<file path="config.mk">
export PLATFORM = sky130hd
export DESIGN_NAME = pascal_like_token_scanner_top
export DESIGN_NICKNAME = d
export VERILOG_FILES = /design/src/rtl/pts_pkg.sv /design/src/rtl/pascal_like_token_scanner_top.sv /design/src/rtl/pts_front.sv /design/src/rtl/pts_queue.sv /design/src/rtl/pts_back.sv
export SDC_FILE = /design/constraint.sdc
export NUM_CORES = 1
export LEC_CHECK = 0
export BUFFER_PORTS_ARGS = -buffer_cell sky130_fd_sc_hd__buf_2
export CORE_MARGIN = 2
export CORE_UTILIZATION = 45
export DETAILED_ROUTE_END_ITERATION = 6
export PLACE_DENSITY = 0.58
export SYNTH_ARGS = -nofsm -noshare
export SYNTH_HDL_FRONTEND = slang
export SYNTH_SLANG_ARGS = --single-unit
</file>
<file path="constraint.sdc">
create_clock -name aclk -period 16.45 [get_ports aclk]
set_input_delay 2.4675 -clock aclk [delete_from_list [all_inputs] [get_ports aclk]]
set_output_delay 2.4675 -clock aclk [all_outputs]
set_load 0.01 [all_outputs]
</file>
<file path="src/rtl/pts_pkg.sv">
// Shared types, character codes and byte classification functions for the token scanner.
package pts_pkg;

    typedef enum logic [2:0] {
        MODE_IDLE,
        MODE_IDENT,
        MODE_INT,
        MODE_REAL,
        MODE_STRING,
        MODE_OP
    } scan_mode_t;

    typedef enum logic [4:0] {
        TOK_IDENT    = 5'd0,
        TOK_INT      = 5'd1,
        TOK_REAL     = 5'd2,
        TOK_STRLIT   = 5'd3,
        TOK_PLUS     = 5'd4,
        TOK_DASH     = 5'd5,
        TOK_STAR     = 5'd6,
        TOK_SLASH    = 5'd7,
        TOK_SEMI     = 5'd8,
        TOK_SEP      = 5'd9,
        TOK_OPEN_PAR = 5'd10,
        TOK_CLOSE_PAR = 5'd11,
        TOK_DOT      = 5'd12,
        TOK_OPEN_BR  = 5'd13,
        TOK_CLOSE_BR = 5'd14,
        TOK_ASSIGN   = 5'd15,
        TOK_TYPE_SEP = 5'd16,
        TOK_EQ       = 5'd17,
        TOK_LE       = 5'd18,
        TOK_NE       = 5'd19,
        TOK_LT       = 5'd20,
        TOK_GE       = 5'd21,
        TOK_GT       = 5'd22,
        TOK_EOF      = 5'd23,
        TOK_UNCLOSED = 5'd24,
        TOK_INVALID  = 5'd25
    } tok_kind_t;

    localparam logic [7:0] CH_QUOTE = 8'h27;
    localparam logic [7:0] CH_COLON = 8'h3A;
    localparam logic [7:0] CH_EQ    = 8'h3D;
    localparam logic [7:0] CH_LT    = 8'h3C;
    localparam logic [7:0] CH_GT    = 8'h3E;
    localparam logic [7:0] CH_DOT   = 8'h2E;
    localparam logic [7:0] CH_NL    = 8'h0A;

    localparam int QUEUE_DEPTH = 4;

    typedef struct packed {
        logic full;
        logic empty;
    } q_status_t;

    function automatic logic is_upper(input logic [7:0] c);
        return (c >= 8'h41) && (c <= 8'h5A);
    endfunction

    function automatic logic is_alpha(input logic [7:0] c);
        return is_upper(c) || ((c >= 8'h61) && (c <= 8'h7A));
    endfunction

    function automatic logic is_digit(input logic [7:0] c);
        return (c >= 8'h30) && (c <= 8'h39);
    endfunction

    function automatic logic is_space(input logic [7:0] c);
        return (c == 8'h20) || ((c >= 8'h09) && (c <= 8'h0D));
    endfunction

    function automatic logic [7:0] to_lower(input logic [7:0] c);
        return is_upper(c) ? (c + 8'h20) : c;
    endfunction

    function automatic tok_kind_t op_kind(input logic [7:0] c);
        tok_kind_t k;
        unique case (c)
            8'h2B:    k = TOK_PLUS;
            8'h2D:    k = TOK_DASH;
            8'h2A:    k = TOK_STAR;
            8'h2F:    k = TOK_SLASH;
            8'h3B:    k = TOK_SEMI;
            8'h2C:    k = TOK_SEP;
            8'h28:    k = TOK_OPEN_PAR;
            8'h29:    k = TOK_CLOSE_PAR;
            CH_DOT:   k = TOK_DOT;
            8'h7B:    k = TOK_OPEN_BR;
            8'h7D:    k = TOK_CLOSE_BR;
            CH_COLON: k = TOK_TYPE_SEP;
            CH_EQ:    k = TOK_EQ;
            CH_LT:    k = TOK_LT;
            CH_GT:    k = TOK_GT;
            default:  k = TOK_INVALID;
        endcase
        return k;
    endfunction

endpackage

</file>
<file path="src/rtl/pascal_like_token_scanner_top.sv">
// Top level of the token scanner: front end, result queue and output stage.
//
// The slave stream carries one source byte per transaction in s_tdata; s_tuser high marks
// the end of the source and the byte is then ignored. The master stream carries either a
// lexeme byte echo (m_tuser low) or a completed token (m_tuser high); m_tlast marks the last
// result caused by one input byte. An input byte gives zero, one or two results.
// The front end accepts one byte per cycle whenever the four-entry result queue has room,
// updates the scanner state in that same cycle and queues the results as one pair.
// The first result passes through the result queue and then the output register before m_tvalid rises.
// With the sink always ready, bytes stream at one per cycle as long as each gives at most
// one result; a byte that gives two results leaves the output register as two transactions,
// and the queue absorbs short bursts of these before s_tready drops.
// When the sink stalls, the output register holds its transaction unchanged and the queue
// fills; s_tready goes low once the queue is full.
// Synchronous reset (aresetn low) empties the queue, drops m_tvalid and returns the scanner
// to idle at line 1, column 0.
module pascal_like_token_scanner_top import pts_pkg::*; #(
    parameter int MAX_LEXEME  = 63,
    parameter int LINE_BITS   = 16,
    parameter int COLUMN_BITS = 12,
    localparam int LEN_BITS   = $clog2(MAX_LEXEME + 1),
    localparam int RES_W      = 1 + 5 + LINE_BITS + COLUMN_BITS + 8 + LEN_BITS + 1,
    localparam int ENTRY_W    = 2 * RES_W + 1,
    localparam int TDATA_W    = ((RES_W - 1 + 7) / 8) * 8
) (
    input  logic               aclk,
    input  logic               aresetn,
    input  logic               s_tvalid,
    output logic               s_tready,
    // char_in[7:0]
    input  logic [7:0]         s_tdata,
    // end_of_input
    input  logic               s_tuser,
    output logic               m_tvalid,
    input  logic               m_tready,
    // token_kind, token_line, token_column, lexeme_byte, token_length, lexeme_truncated
    output logic [TDATA_W-1:0] m_tdata,
    // item_kind
    output logic               m_tuser,
    output logic               m_tlast
);

    q_status_t          q_status;
    logic               push;
    logic [ENTRY_W-1:0] push_data;
    logic               pop;
    logic [ENTRY_W-1:0] head_data;
    logic [RES_W-1:0]   m_res;

    pts_front #(
        .MAX_LEXEME (MAX_LEXEME),
        .LINE_BITS  (LINE_BITS),
        .COLUMN_BITS(COLUMN_BITS)
    ) u_front (
        .aclk     (aclk),
        .aresetn  (aresetn),
        .s_tvalid (s_tvalid),
        .s_tready (s_tready),
        .s_tdata  (s_tdata),
        .s_tuser  (s_tuser),
        .q_status (q_status),
        .push     (push),
        .push_data(push_data)
    );

    pts_queue #(
        .WIDTH(ENTRY_W),
        .DEPTH(QUEUE_DEPTH)
    ) u_queue (
        .aclk     (aclk),
        .aresetn  (aresetn),
        .push     (push),
        .push_data(push_data),
        .pop      (pop),
        .head_data(head_data),
        .q_status (q_status)
    );

    pts_back #(
        .RES_W(RES_W)
    ) u_back (
        .aclk     (aclk),
        .aresetn  (aresetn),
        .head_data(head_data),
        .q_status (q_status),
        .pop      (pop),
        .m_tvalid (m_tvalid),
        .m_tready (m_tready),
        .m_res    (m_res),
        .m_tlast  (m_tlast)
    );

    assign m_tdata = TDATA_W'(m_res[RES_W-2:0]);
    assign m_tuser = m_res[RES_W-1];

endmodule

</file>
<file path="src/rtl/pts_front.sv">
// Scanner front end: accepts source bytes, tracks position and token state, builds result pairs.
module pts_front import pts_pkg::*; #(
    parameter int MAX_LEXEME  = 63,
    parameter int LINE_BITS   = 16,
    parameter int COLUMN_BITS = 12,
    localparam int LEN_BITS   = $clog2(MAX_LEXEME + 1),
    localparam int RES_W      = 1 + 5 + LINE_BITS + COLUMN_BITS + 8 + LEN_BITS + 1,
    localparam int ENTRY_W    = 2 * RES_W + 1
) (
    input  logic                aclk,
    input  logic                aresetn,
    input  logic                s_tvalid,
    output logic                s_tready,
    input  logic [7:0]          s_tdata,
    input  logic                s_tuser,
    input  q_status_t           q_status,
    output logic                push,
    output logic [ENTRY_W-1:0]  push_data
);

    localparam logic [LINE_BITS-1:0]   LINE_MAX = '1;
    localparam logic [COLUMN_BITS-1:0] COL_MAX  = '1;
    localparam logic [LEN_BITS-1:0]    LEN_MAX  = LEN_BITS'(MAX_LEXEME);

    scan_mode_t             mode_reg, mode_next;
    tok_kind_t              pend_reg, pend_next;
    logic [LINE_BITS-1:0]   line_reg, line_next;
    logic [COLUMN_BITS-1:0] col_reg, col_next;
    logic [LINE_BITS-1:0]   sl_reg, sl_next;
    logic [COLUMN_BITS-1:0] sc_reg, sc_next;
    logic [LEN_BITS-1:0]    cnt_reg, cnt_next;
    logic                   ovf_reg, ovf_next;

    logic                   accept;
    logic                   eoi;
    logic [7:0]             ch;
    logic                   ch_nl;
    logic                   ch_dot;
    logic [COLUMN_BITS-1:0] col_inc;
    logic                   can_app;
    logic [LEN_BITS-1:0]    cnt_app;
    logic                   ovf_app;
    logic                   pair;
    tok_kind_t              pair_kind;
    logic                   cont;
    tok_kind_t              new_kind;
    scan_mode_t             new_mode;

    logic                   do_fin, do_echo, do_eof, echo_first;
    tok_kind_t              fin_kind, echo_kind;
    logic [LEN_BITS-1:0]    fin_len;
    logic                   fin_ovf;
    logic [LINE_BITS-1:0]   echo_line;
    logic [COLUMN_BITS-1:0] echo_col;
    logic [7:0]             echo_byte;

    logic [RES_W-1:0]       fin_res, echo_res, eof_res, first_res, second_res, r0;
    logic                   first_v, second_v;

    assign ch       = s_tdata;
    assign eoi      = s_tuser;
    assign ch_nl    = (ch == CH_NL);
    assign ch_dot   = (ch == CH_DOT);
    assign s_tready = !q_status.full;
    assign accept   = s_tvalid && !q_status.full;

    assign col_inc = (col_reg == COL_MAX) ? col_reg : col_reg + 1'b1;

    always_comb begin
        line_next = line_reg;
        col_next  = col_inc;
        if (!eoi && ch_nl) begin
            line_next = (line_reg == LINE_MAX) ? line_reg : line_reg + 1'b1;
            col_next  = '0;
        end
    end

    // Bytes past the maximum lexeme length are dropped and only flagged.
    assign can_app = (cnt_reg < LEN_MAX);
    assign cnt_app = can_app ? cnt_reg + 1'b1 : cnt_reg;
    assign ovf_app = ovf_reg | !can_app;

    always_comb begin
        pair_kind = TOK_ASSIGN;
        pair      = 1'b0;
        if (mode_reg == MODE_OP) begin
            priority if (pend_reg == TOK_TYPE_SEP && ch == CH_EQ) begin
                pair_kind = TOK_ASSIGN;
                pair      = 1'b1;
            end else if (pend_reg == TOK_LT && ch == CH_EQ) begin
                pair_kind = TOK_LE;
                pair      = 1'b1;
            end else if (pend_reg == TOK_LT && ch == CH_GT) begin
                pair_kind = TOK_NE;
                pair      = 1'b1;
            end else if (pend_reg == TOK_GT && ch == CH_EQ) begin
                pair_kind = TOK_GE;
                pair      = 1'b1;
            end
        end
    end

    always_comb begin
        unique case (mode_reg)
            MODE_IDENT:  cont = is_alpha(ch) || is_digit(ch);
            MODE_INT:    cont = is_digit(ch) || ch_dot;
            MODE_REAL:   cont = is_digit(ch);
            MODE_STRING: cont = !ch_nl && (ch != CH_QUOTE);
            default:     cont = 1'b0;
        endcase
    end

    always_comb begin
        if (is_alpha(ch)) begin
            new_kind = TOK_IDENT;
            new_mode = MODE_IDENT;
        end else if (is_digit(ch)) begin
            new_kind = TOK_INT;
            new_mode = MODE_INT;
        end else begin
            new_kind = op_kind(ch);
            new_mode = MODE_OP;
        end
    end

    always_comb begin
        mode_next  = mode_reg;
        pend_next  = pend_reg;
        sl_next    = sl_reg;
        sc_next    = sc_reg;
        cnt_next   = cnt_reg;
        ovf_next   = ovf_reg;
        do_fin     = 1'b0;
        fin_kind   = pend_reg;
        fin_len    = cnt_reg;
        fin_ovf    = ovf_reg;
        do_echo    = 1'b0;
        echo_kind  = pend_reg;
        echo_line  = sl_reg;
        echo_col   = sc_reg;
        echo_byte  = ch;
        do_eof     = 1'b0;
        echo_first = 1'b0;
        priority if (eoi) begin
            do_fin    = (mode_reg != MODE_IDLE);
            fin_kind  = (mode_reg == MODE_STRING) ? TOK_UNCLOSED : pend_reg;
            do_eof    = 1'b1;
            mode_next = MODE_IDLE;
        end else if (pair) begin
            // The second byte of a pair is echoed before the pair completes.
            echo_first = 1'b1;
            do_echo    = can_app;
            echo_kind  = pair_kind;
            do_fin     = 1'b1;
            fin_kind   = pair_kind;
            fin_len    = cnt_app;
            fin_ovf    = ovf_app;
            pend_next  = pair_kind;
            cnt_next   = cnt_app;
            ovf_next   = ovf_app;
            mode_next  = MODE_IDLE;
        end else if (cont) begin
            do_echo   = can_app;
            cnt_next  = cnt_app;
            ovf_next  = ovf_app;
            echo_byte = (mode_reg == MODE_IDENT) ? to_lower(ch) : ch;
            if (mode_reg == MODE_INT && ch_dot) begin
                echo_kind = TOK_REAL;
                pend_next = TOK_REAL;
                mode_next = MODE_REAL;
            end
        end else if (mode_reg == MODE_STRING) begin
            do_fin    = 1'b1;
            fin_kind  = ch_nl ? TOK_UNCLOSED : TOK_STRLIT;
            mode_next = MODE_IDLE;
        end else begin
            // The byte that ends a pending token also starts the next one unless it is white space.
            do_fin    = (mode_reg != MODE_IDLE);
            mode_next = MODE_IDLE;
            if (!is_space(ch)) begin
                sl_next  = line_next;
                sc_next  = col_next;
                cnt_next = '0;
                ovf_next = 1'b0;
                if (ch == CH_QUOTE) begin
                    mode_next = MODE_STRING;
                    pend_next = TOK_STRLIT;
                end else begin
                    mode_next = new_mode;
                    pend_next = new_kind;
                    cnt_next  = LEN_BITS'(1);
                    do_echo   = 1'b1;
                    echo_kind = new_kind;
                    echo_line = line_next;
                    echo_col  = col_next;
                    echo_byte = to_lower(ch);
                end
            end
        end
    end

    assign fin_res  = {1'b1, fin_ovf, fin_len, 8'h00, sc_reg, sl_reg, fin_kind};
    assign echo_res = {1'b0, 1'b0, {LEN_BITS{1'b0}}, echo_byte, echo_col, echo_line,
                       echo_kind};
    assign eof_res  = {1'b1, 1'b0, {LEN_BITS{1'b0}}, 8'h00, col_next, line_reg, TOK_EOF};

    always_comb begin
        if (do_eof) begin
            first_v    = do_fin;
            first_res  = fin_res;
            second_v   = 1'b1;
            second_res = eof_res;
        end else if (echo_first) begin
            first_v    = do_echo;
            first_res  = echo_res;
            second_v   = do_fin;
            second_res = fin_res;
        end else begin
            first_v    = do_fin;
            first_res  = fin_res;
            second_v   = do_echo;
            second_res = echo_res;
        end
    end

    assign r0        = first_v ? first_res : second_res;
    assign push      = accept && (first_v || second_v);
    assign push_data = {first_v && second_v, second_res, r0};

    always_ff @(posedge aclk) begin
        if (!aresetn) begin
            mode_reg <= MODE_IDLE;
            pend_reg <= TOK_IDENT;
            line_reg <= LINE_BITS'(1);
            col_reg  <= '0;
            sl_reg   <= LINE_BITS'(1);
            sc_reg   <= '0;
            cnt_reg  <= '0;
            ovf_reg  <= 1'b0;
        end else if (accept) begin
            mode_reg <= mode_next;
            pend_reg <= pend_next;
            line_reg <= line_next;
            col_reg  <= col_next;
            sl_reg   <= sl_next;
            sc_reg   <= sc_next;
            cnt_reg  <= cnt_next;
            ovf_reg  <= ovf_next;
        end
    end

endmodule

</file>
<file path="src/rtl/pts_queue.sv">
// Small register FIFO holding result pairs between the scanner front end and the output stage.
module pts_queue import pts_pkg::*; #(
    parameter int WIDTH = 8,
    parameter int DEPTH = 4
) (
    input  logic             aclk,
    input  logic             aresetn,
    input  logic             push,
    input  logic [WIDTH-1:0] push_data,
    input  logic             pop,
    output logic [WIDTH-1:0] head_data,
    output q_status_t        q_status
);

    localparam int PTR_W = (DEPTH > 1) ? $clog2(DEPTH) : 1;
    localparam int CNT_W = $clog2(DEPTH + 1);

    logic [WIDTH-1:0] store_reg [DEPTH];
    logic [PTR_W-1:0] wr_ptr_reg, wr_ptr_next;
    logic [PTR_W-1:0] rd_ptr_reg, rd_ptr_next;
    logic [CNT_W-1:0] count_reg, count_next;

    assign head_data      = store_reg[rd_ptr_reg];
    assign q_status.full  = (count_reg == CNT_W'(DEPTH));
    assign q_status.empty = (count_reg == '0);

    always_comb begin
        wr_ptr_next = wr_ptr_reg;
        rd_ptr_next = rd_ptr_reg;
        count_next  = count_reg;
        if (push) begin
            wr_ptr_next = (wr_ptr_reg == PTR_W'(DEPTH - 1)) ? '0 : wr_ptr_reg + 1'b1;
        end
        if (pop) begin
            rd_ptr_next = (rd_ptr_reg == PTR_W'(DEPTH - 1)) ? '0 : rd_ptr_reg + 1'b1;
        end
        if (push && !pop) begin
            count_next = count_reg + 1'b1;
        end else if (pop && !push) begin
            count_next = count_reg - 1'b1;
        end
    end

    always_ff @(posedge aclk) begin
        if (!aresetn) begin
            wr_ptr_reg <= '0;
            rd_ptr_reg <= '0;
            count_reg  <= '0;
        end else begin
            wr_ptr_reg <= wr_ptr_next;
            rd_ptr_reg <= rd_ptr_next;
            count_reg  <= count_next;
        end
    end

    always_ff @(posedge aclk) begin
        if (push) begin
            store_reg[wr_ptr_reg] <= push_data;
        end
    end

endmodule

</file>
<file path="src/rtl/pts_back.sv">
// Output stage: splits queued result pairs into single transactions and holds them for the sink.
module pts_back import pts_pkg::*; #(
    parameter int RES_W = 48
) (
    input  logic               aclk,
    input  logic               aresetn,
    input  logic [2*RES_W:0]   head_data,
    input  q_status_t          q_status,
    output logic               pop,
    output logic               m_tvalid,
    input  logic               m_tready,
    output logic [RES_W-1:0]   m_res,
    output logic               m_tlast
);

    logic             valid_reg, valid_next;
    logic             phase_reg, phase_next;
    logic [RES_W-1:0] res_reg;
    logic             last_reg;
    logic             take;
    logic             two;
    logic             is_last;
    logic [RES_W-1:0] sel_res;

    assign two     = head_data[2*RES_W];
    assign sel_res = phase_reg ? head_data[2*RES_W-1:RES_W] : head_data[RES_W-1:0];
    assign is_last = phase_reg || !two;

    // A new result loads whenever the output register is empty or being drained.
    assign take = (!valid_reg || m_tready) && !q_status.empty;
    assign pop  = take && is_last;

    always_comb begin
        phase_next = phase_reg;
        valid_next = valid_reg;
        if (take) begin
            phase_next = !is_last;
            valid_next = 1'b1;
        end else if (m_tready) begin
            valid_next = 1'b0;
        end
    end

    always_ff @(posedge aclk) begin
        if (!aresetn) begin
            valid_reg <= 1'b0;
            phase_reg <= 1'b0;
        end else begin
            valid_reg <= valid_next;
            phase_reg <= phase_next;
        end
    end

    always_ff @(posedge aclk) begin
        if (take) begin
            res_reg  <= sel_res;
            last_reg <= is_last;
        end
    end

    assign m_tvalid = valid_reg;
    assign m_res    = res_reg;
    assign m_tlast  = last_reg;

endmodule

</file>
# After elaboration in Yosys (flattened, before gate mapping)
# Memories as Yosys holds them, arrays and structs flattened. A register that Yosys moved wholly into a read port is not among the register bits.
# Index checks and enable logic that the tools add are counted.
# totals
register_bits	130
latchBits	0
mem_bits_rw	396
rom_bits	0
inputBits	13
output_inout_bits	52
mem_count	1
# classes
addsub	8
multipliers	0
div	0
n_lt_le_gt_ge	9
n_eq_ne	35
shifts	0
mux	112
bitwise_logic	6
n_reduce_logical	42
# memory_table
memory	depth	word_bits	rd	rd_clocked_by_memory_dff	wr	line_no	text
u_queue.store_reg	4	99	1	1	1	pts_queue.sv:18	logic [WIDTH-1:0] store_reg [DEPTH];
# op_table
cell	count
49-bit two-way mux	6
16-bit two-way mux	8
5-bit two-way mux	25
8-bit by 6-bit == test with 1-bit output, second input constant	15
12-bit two-way mux	8
5-bit case mux with 15 select lines	1
8-bit two-way mux	8
6-bit two-way mux	7
1-bit two-way mux	33
3-bit two-way mux	11
1-bit logical AND	18
16-bit by 1-bit adder with 16-bit output, second input constant	1
16-bit == test, second input constant	1
8-bit by 7-bit == test with 1-bit output, second input constant	2
8-bit by 7-bit greater-or-equal comparator with 1-bit output, second input constant	2
8-bit by 7-bit <= comparator with 1-bit output, second input constant	2
5-bit == test, second input constant	3
12-bit by 1-bit adder with 12-bit output, second input constant	1
12-bit == test, second input constant	1
1-bit logical NOT	10
3-bit == test, second input constant	3
8-bit by 6-bit adder with 8-bit output, second input constant	1
8-bit by 4-bit == test with 1-bit output, second input constant	1
8-bit by 4-bit greater-or-equal comparator with 1-bit output, second input constant	1
25 further kinds	43

# Logic depth before layout (Yosys ltp)
# logic_depth
depth_word	17
ltp_mapped	15
ltp_nobuf	14

# Cells and area by module
# From an unflattened synthesis, not the netlist that was laid out.
# unflattened
cells_unflattened	1471
area_unflattened_um2	22893.2
# by_module_without_submodules
module	n_inst	cells_per_inst	area_each_um2	seq_area_each_um2
pts_queue	1	561	14707.9	12071.6
pts_front	1	793	5786.8	1421.4
pts_back	1	117	2398.6	1541.5

# Worst setup path before layout
# No wires, ideal clock.
# synth_timing
path_kind	input to register
from	in s_tdata[7]
to	mem u_queue.store_reg[0][0] in the netlist's numbering, enable pin
t_arrival_ns	6.659
t_required_ns	15.981
path_slack_ns	9.322
stages	10
path_buffers	2
path_cell_list	clkbuf_1 nand4bb_1 nor4_1 o21a_1 buf_4 nor2_1 inv_1 nor3_1 a311oi_4 and2_1
# synth_via
elab_chain_cells	15
elab_cells_between_ends	54
classes_between	order compare: 8; eq/ne: 7; mux: 23; reduce/logical: 16
# synth_lines
element	line_no	text
start, declared	pascal_like_token_scanner_top.sv:31	input logic [7:0] s_tdata,
parallel branches: the longest is 11 deep, another holds 8-bit by 7-bit greater-or-equal comparator with 1-bit output	n/a	
1-bit logical OR (*)	pts_front.sv:227	assign push = accept && (first_v || second_v);
1-bit logical AND (*)	pts_front.sv:227	
via push	pascal_like_token_scanner_top.sv:44	logic push;
1-bit two-way mux (*)	pts_queue.sv:57	if (push) begin
1-bit two-way mux (implied by the code) (*)	pts_queue.sv:58	store_reg[wr_ptr_reg] <= push_data;
end, declared	pts_queue.sv:18	
# Mark *: on every way through the listed nets, which the timed path passes.

# Worst setup path after layout
# layout_timing
from	in s_tdata[4]
to	mem u_queue.store_reg[0][42] in the netlist's numbering, enable pin
# The elaborated chain is that of the path after synthesis.

==> summary.txt <==
Cells and area
  – Area of the multi-input gates: 7190 um^2
  – Register area: 15000 um^2
  – Most common cell after layout, fill and taps aside: edfxtp_1
  – Layout Cells excl Fill: 2249
  – Antenna cells: 0
  – Max reg flops: 396
  – Most frequent cells in the layout: edfxtp_1 (446), nor2_1 (115), mux4_2 (99)
  – Final net count: 1556
  – Filler cell count: 4235
  – Finished Cell Area: 25300 um^2
  – P&R area growth vs syn: 11.5%
  – Share of layout cells above drive strength 1: 24.7%

Critical path
  – Maximum fanout count along the critical path: 65
  – Setup CP Type: input pin to flip-flop
  – Critical Path Start: s_tdata[4]
  – Setup crit end kind: flip-flop
  – R2R cell count: 9
  – Reg-to-Reg End: u_queue.store_reg[0][42]
  – Worst setup endpoint: u_queue.store_reg[0][42]
  – Reg2Reg Setup Slack: 11.13 ns
  – Req. time, crit path: 16.66 ns
  – FF-to-FF Start: u_front.mode_reg[0]
  – Startpoint types: input pin
  – Worst Path Arrival: 7.17 ns

Floorplan
  – CORE AREA: 50000 um^2
  – I/O pin count: 65
  – Row cnt: 82
  – Initial Utilization: 45.4%
  – Die width: 229 um
  – Die H: 229 um
  – DIE AREA: 52200 um^2

Clock network
  – CTS tree: built
  – Clk buf depth: 3
  – Cts hold-fix bufs: 0
  – Clock sink count: 528
  – Clock-pin transition on the worst setup and hold timing paths: 0.06 ns
  – Post-CTS Setup Bufs: 0
  – Post-cts sizing count: 0
  – Clk_lat worst skew: 0.61 ns
  – Num CTS Buffers: 54
  – H-tree depth: 2
  – Clock Tree Root: clkbuf_16

STA
  – Endpoints failing hold: 0
  – Fin. max-slew vios: 0
  – Highest Clock Rate: 0.144 GHz
  – Final setup vio count: 0
  – Slew margin rel.: 16.5%
  – Final TNS setup: 0 ns
  – Skew final: 0.0243 ns
  – Final worst setup slack: 9.49 ns
  – Worst-Margin Slew: 1.24 ns
  – Crit path time final: 6.96 ns
  – Unrepaired setup endpoints after global routing: no
  – Period utilization: 42.3%

Route
  – 1st-iter DRT viols: 957
  – Vias per cell: 5.76
  – Wire length per cell: 22.1 um
  – Routed Antenna Nets: 0
  – Vias: 12944
  – DRT Pass-1 Iters: 5
  – Residual DRC count: 0
  – DRT Wirelength: 49700 um

Global routing
  – Initial antenna violation count: 1
  – First-pass GRT wire length: 77500 um
  – Largest net degree at the start of global routing: 67
  – Gr usage total: 19.2%
  – Vias in the first global route: 13076
  – Overflow after GRT: 0

Synth
  – Mapped Area: 22700 um^2
  – Post-synth cell types: 81
  – Post-synth top area share: 59.0%
  – Seq/Total Area, Yosys: 66.3%
  – Syn Area/Cell: 15.3 um^2
  – Synth Flop Type: edfxtp_1
  – Synth warn: 0
  – Mapped Nets: 1512
  – Synthesis-stage register bit count: 528
  – Number of flops mapped to enable cells by yosys: 446
  – Synth async-reset ratio: 0%
  – Mapped Cells: 1487
  – Largest area contributor in the netlist: edfxtp_1
  – Synth area leaders: edfxtp_1 (59%), mux4_2 (9.8%), dfxtp_1 (7.2%), mux2_2 (4.3%), nor2_1 (1.9%)

Power and ir drop
  – Switching Power: 1.08 mW
  – Power Total: 3.88 mW
  – Clock share of power: 29.9%
  – Logic pwr share: 23.5%
  – Power Internal: 2.79 mW
  – Peak VDD IR: 0.000161 V
  – Pwr Density: 153 nW/um^2
  – Pleak: 8.25 nW
  – Reg power frac: 46.5%
  – Switching Share: 28.0%

Place
  – DPL Wire Length: 29000 um
  – DP Cell Count: 2147
  – GPL Wtd Cong: 0.875
  – # port buffers: 64
  – DP Area: 23600 um^2
  – DP Worst Slack: 8.94 ns

Run status
  – Run status: finished clean

Hold path
  – Hold path cells: 2
  – Worst min path class: flip-flop to flip-flop

Run
  – Max cap viols: 0
[per-layer routing]
metal / up-vias / share of wire [%] / global-route usage [%]
li1: 5881 / - / -
met1: 6618 / 46 / 27.7
met2: 368 / 47 / 30.3
met3: 77 / 5.1 / 3.27
met4: 0 / 1.9 / 5.09
met5: - / 0 / 0
[power groups by stage]
| stage | clock network, mW | logic [mW] | registers, mW |
|---|---|---|---|
| detailed placement | 0 | 0.928 | 1.83 |
| floorplan | 0 | 0.647 | 1.83 |
| global placement | 0 | 0.925 | 1.83 |
| CTS | 1.19 | 0.933 | 1.81 |
| global route | 1.24 | 0.992 | 1.83 |
| finish | 1.16 | 0.912 | 1.80 |
[critical path, cell delays in order]
cell       delay (ns)
buf_2            0.29
nand4bb_1        0.26
nor4_1           0.56
o21a_1           0.55
nor2_1           0.21
inv_1            0.43
nor3_1           0.17
a311oi_4         0.59
and2_4           0.61
buf_4            0.93
[metrics by stage]
stage	hold slack (ns)	util, %
after CTS	0.462	50.6
after detailed placement	0.453	47.3
final	0.460	50.6
after global routing	0.491	50.6
after global placement	0.445	47.3
after floorplan	0.437	-
[worst min path at each step]
stage | endpoint | startpoint
floorplan | u_front.sc_reg[5] | u_front.sc_reg[5]
global placement | u_front.sc_reg[5] | u_front.sc_reg[5]
detailed placement | u_front.sc_reg[5] | u_front.sc_reg[5]
CTS | u_front.sc_reg[5] | u_front.sc_reg[5]
global route | u_front.sc_reg[5] | u_front.sc_reg[5]
finish | u_front.sc_reg[5] | u_front.sc_reg[5]
[synth_stat cells (5+ instances only)]
cell type,n
ha_1,11
clkbuf_1,60
a21oi_1,70
o22ai_1,9
mux4_2,99
buf_6,5
and2_1,14
nand2_1,97
nor2_1,116
nor3_1,31
o21a_1,6
inv_1,17
mux2_2,86
edfxtp_1,446
buf_1,15
or4_1,5
mux2i_1,14
o21ai_0,42
nand2b_1,7
xnor2_1,22
xor2_1,9
a211oi_1,6
buf_2,8
nand4_1,10
dfxtp_1,82
o31ai_1,6
or3_1,14
nor4_1,9
a21o_1,6
nand3b_1,6
nor3b_1,5
nand3_1,41
a211oi_2,11
a31oi_1,12
and3_1,10
buf_4,8
[layout make-up]
| type | count | share of cell area [%] |
|---|---|---|
| flip-flops and latches | 528 | 59.5 |
| multi-input cells | 846 | 28.4 |
| clock buffers | 80 | 6.09 |
| well taps | 672 | 3.32 |
| repair buffers | 84 | 1.86 |
| clock inverters | 22 | 0.603 |
| inverters | 17 | 0.252 |
[cells by family (layout without fill, tap and decap cells)]
group                      after synthesis  after routing  share of synthesized area [%]
and+or+nand+nor                        391            391                           8.45
buffers and inverters                  113            203                           2.21
AOI/OAI and AO/OA                      211            211                           6.37
muxes                                  201            201                           14.8
xor gates and xnor gates                31             31                           1.20
adders and majority gates               12             12                          0.695
DFF                                    528            528                           66.3
Note: power is estimated with default switching activity, not from simulation.
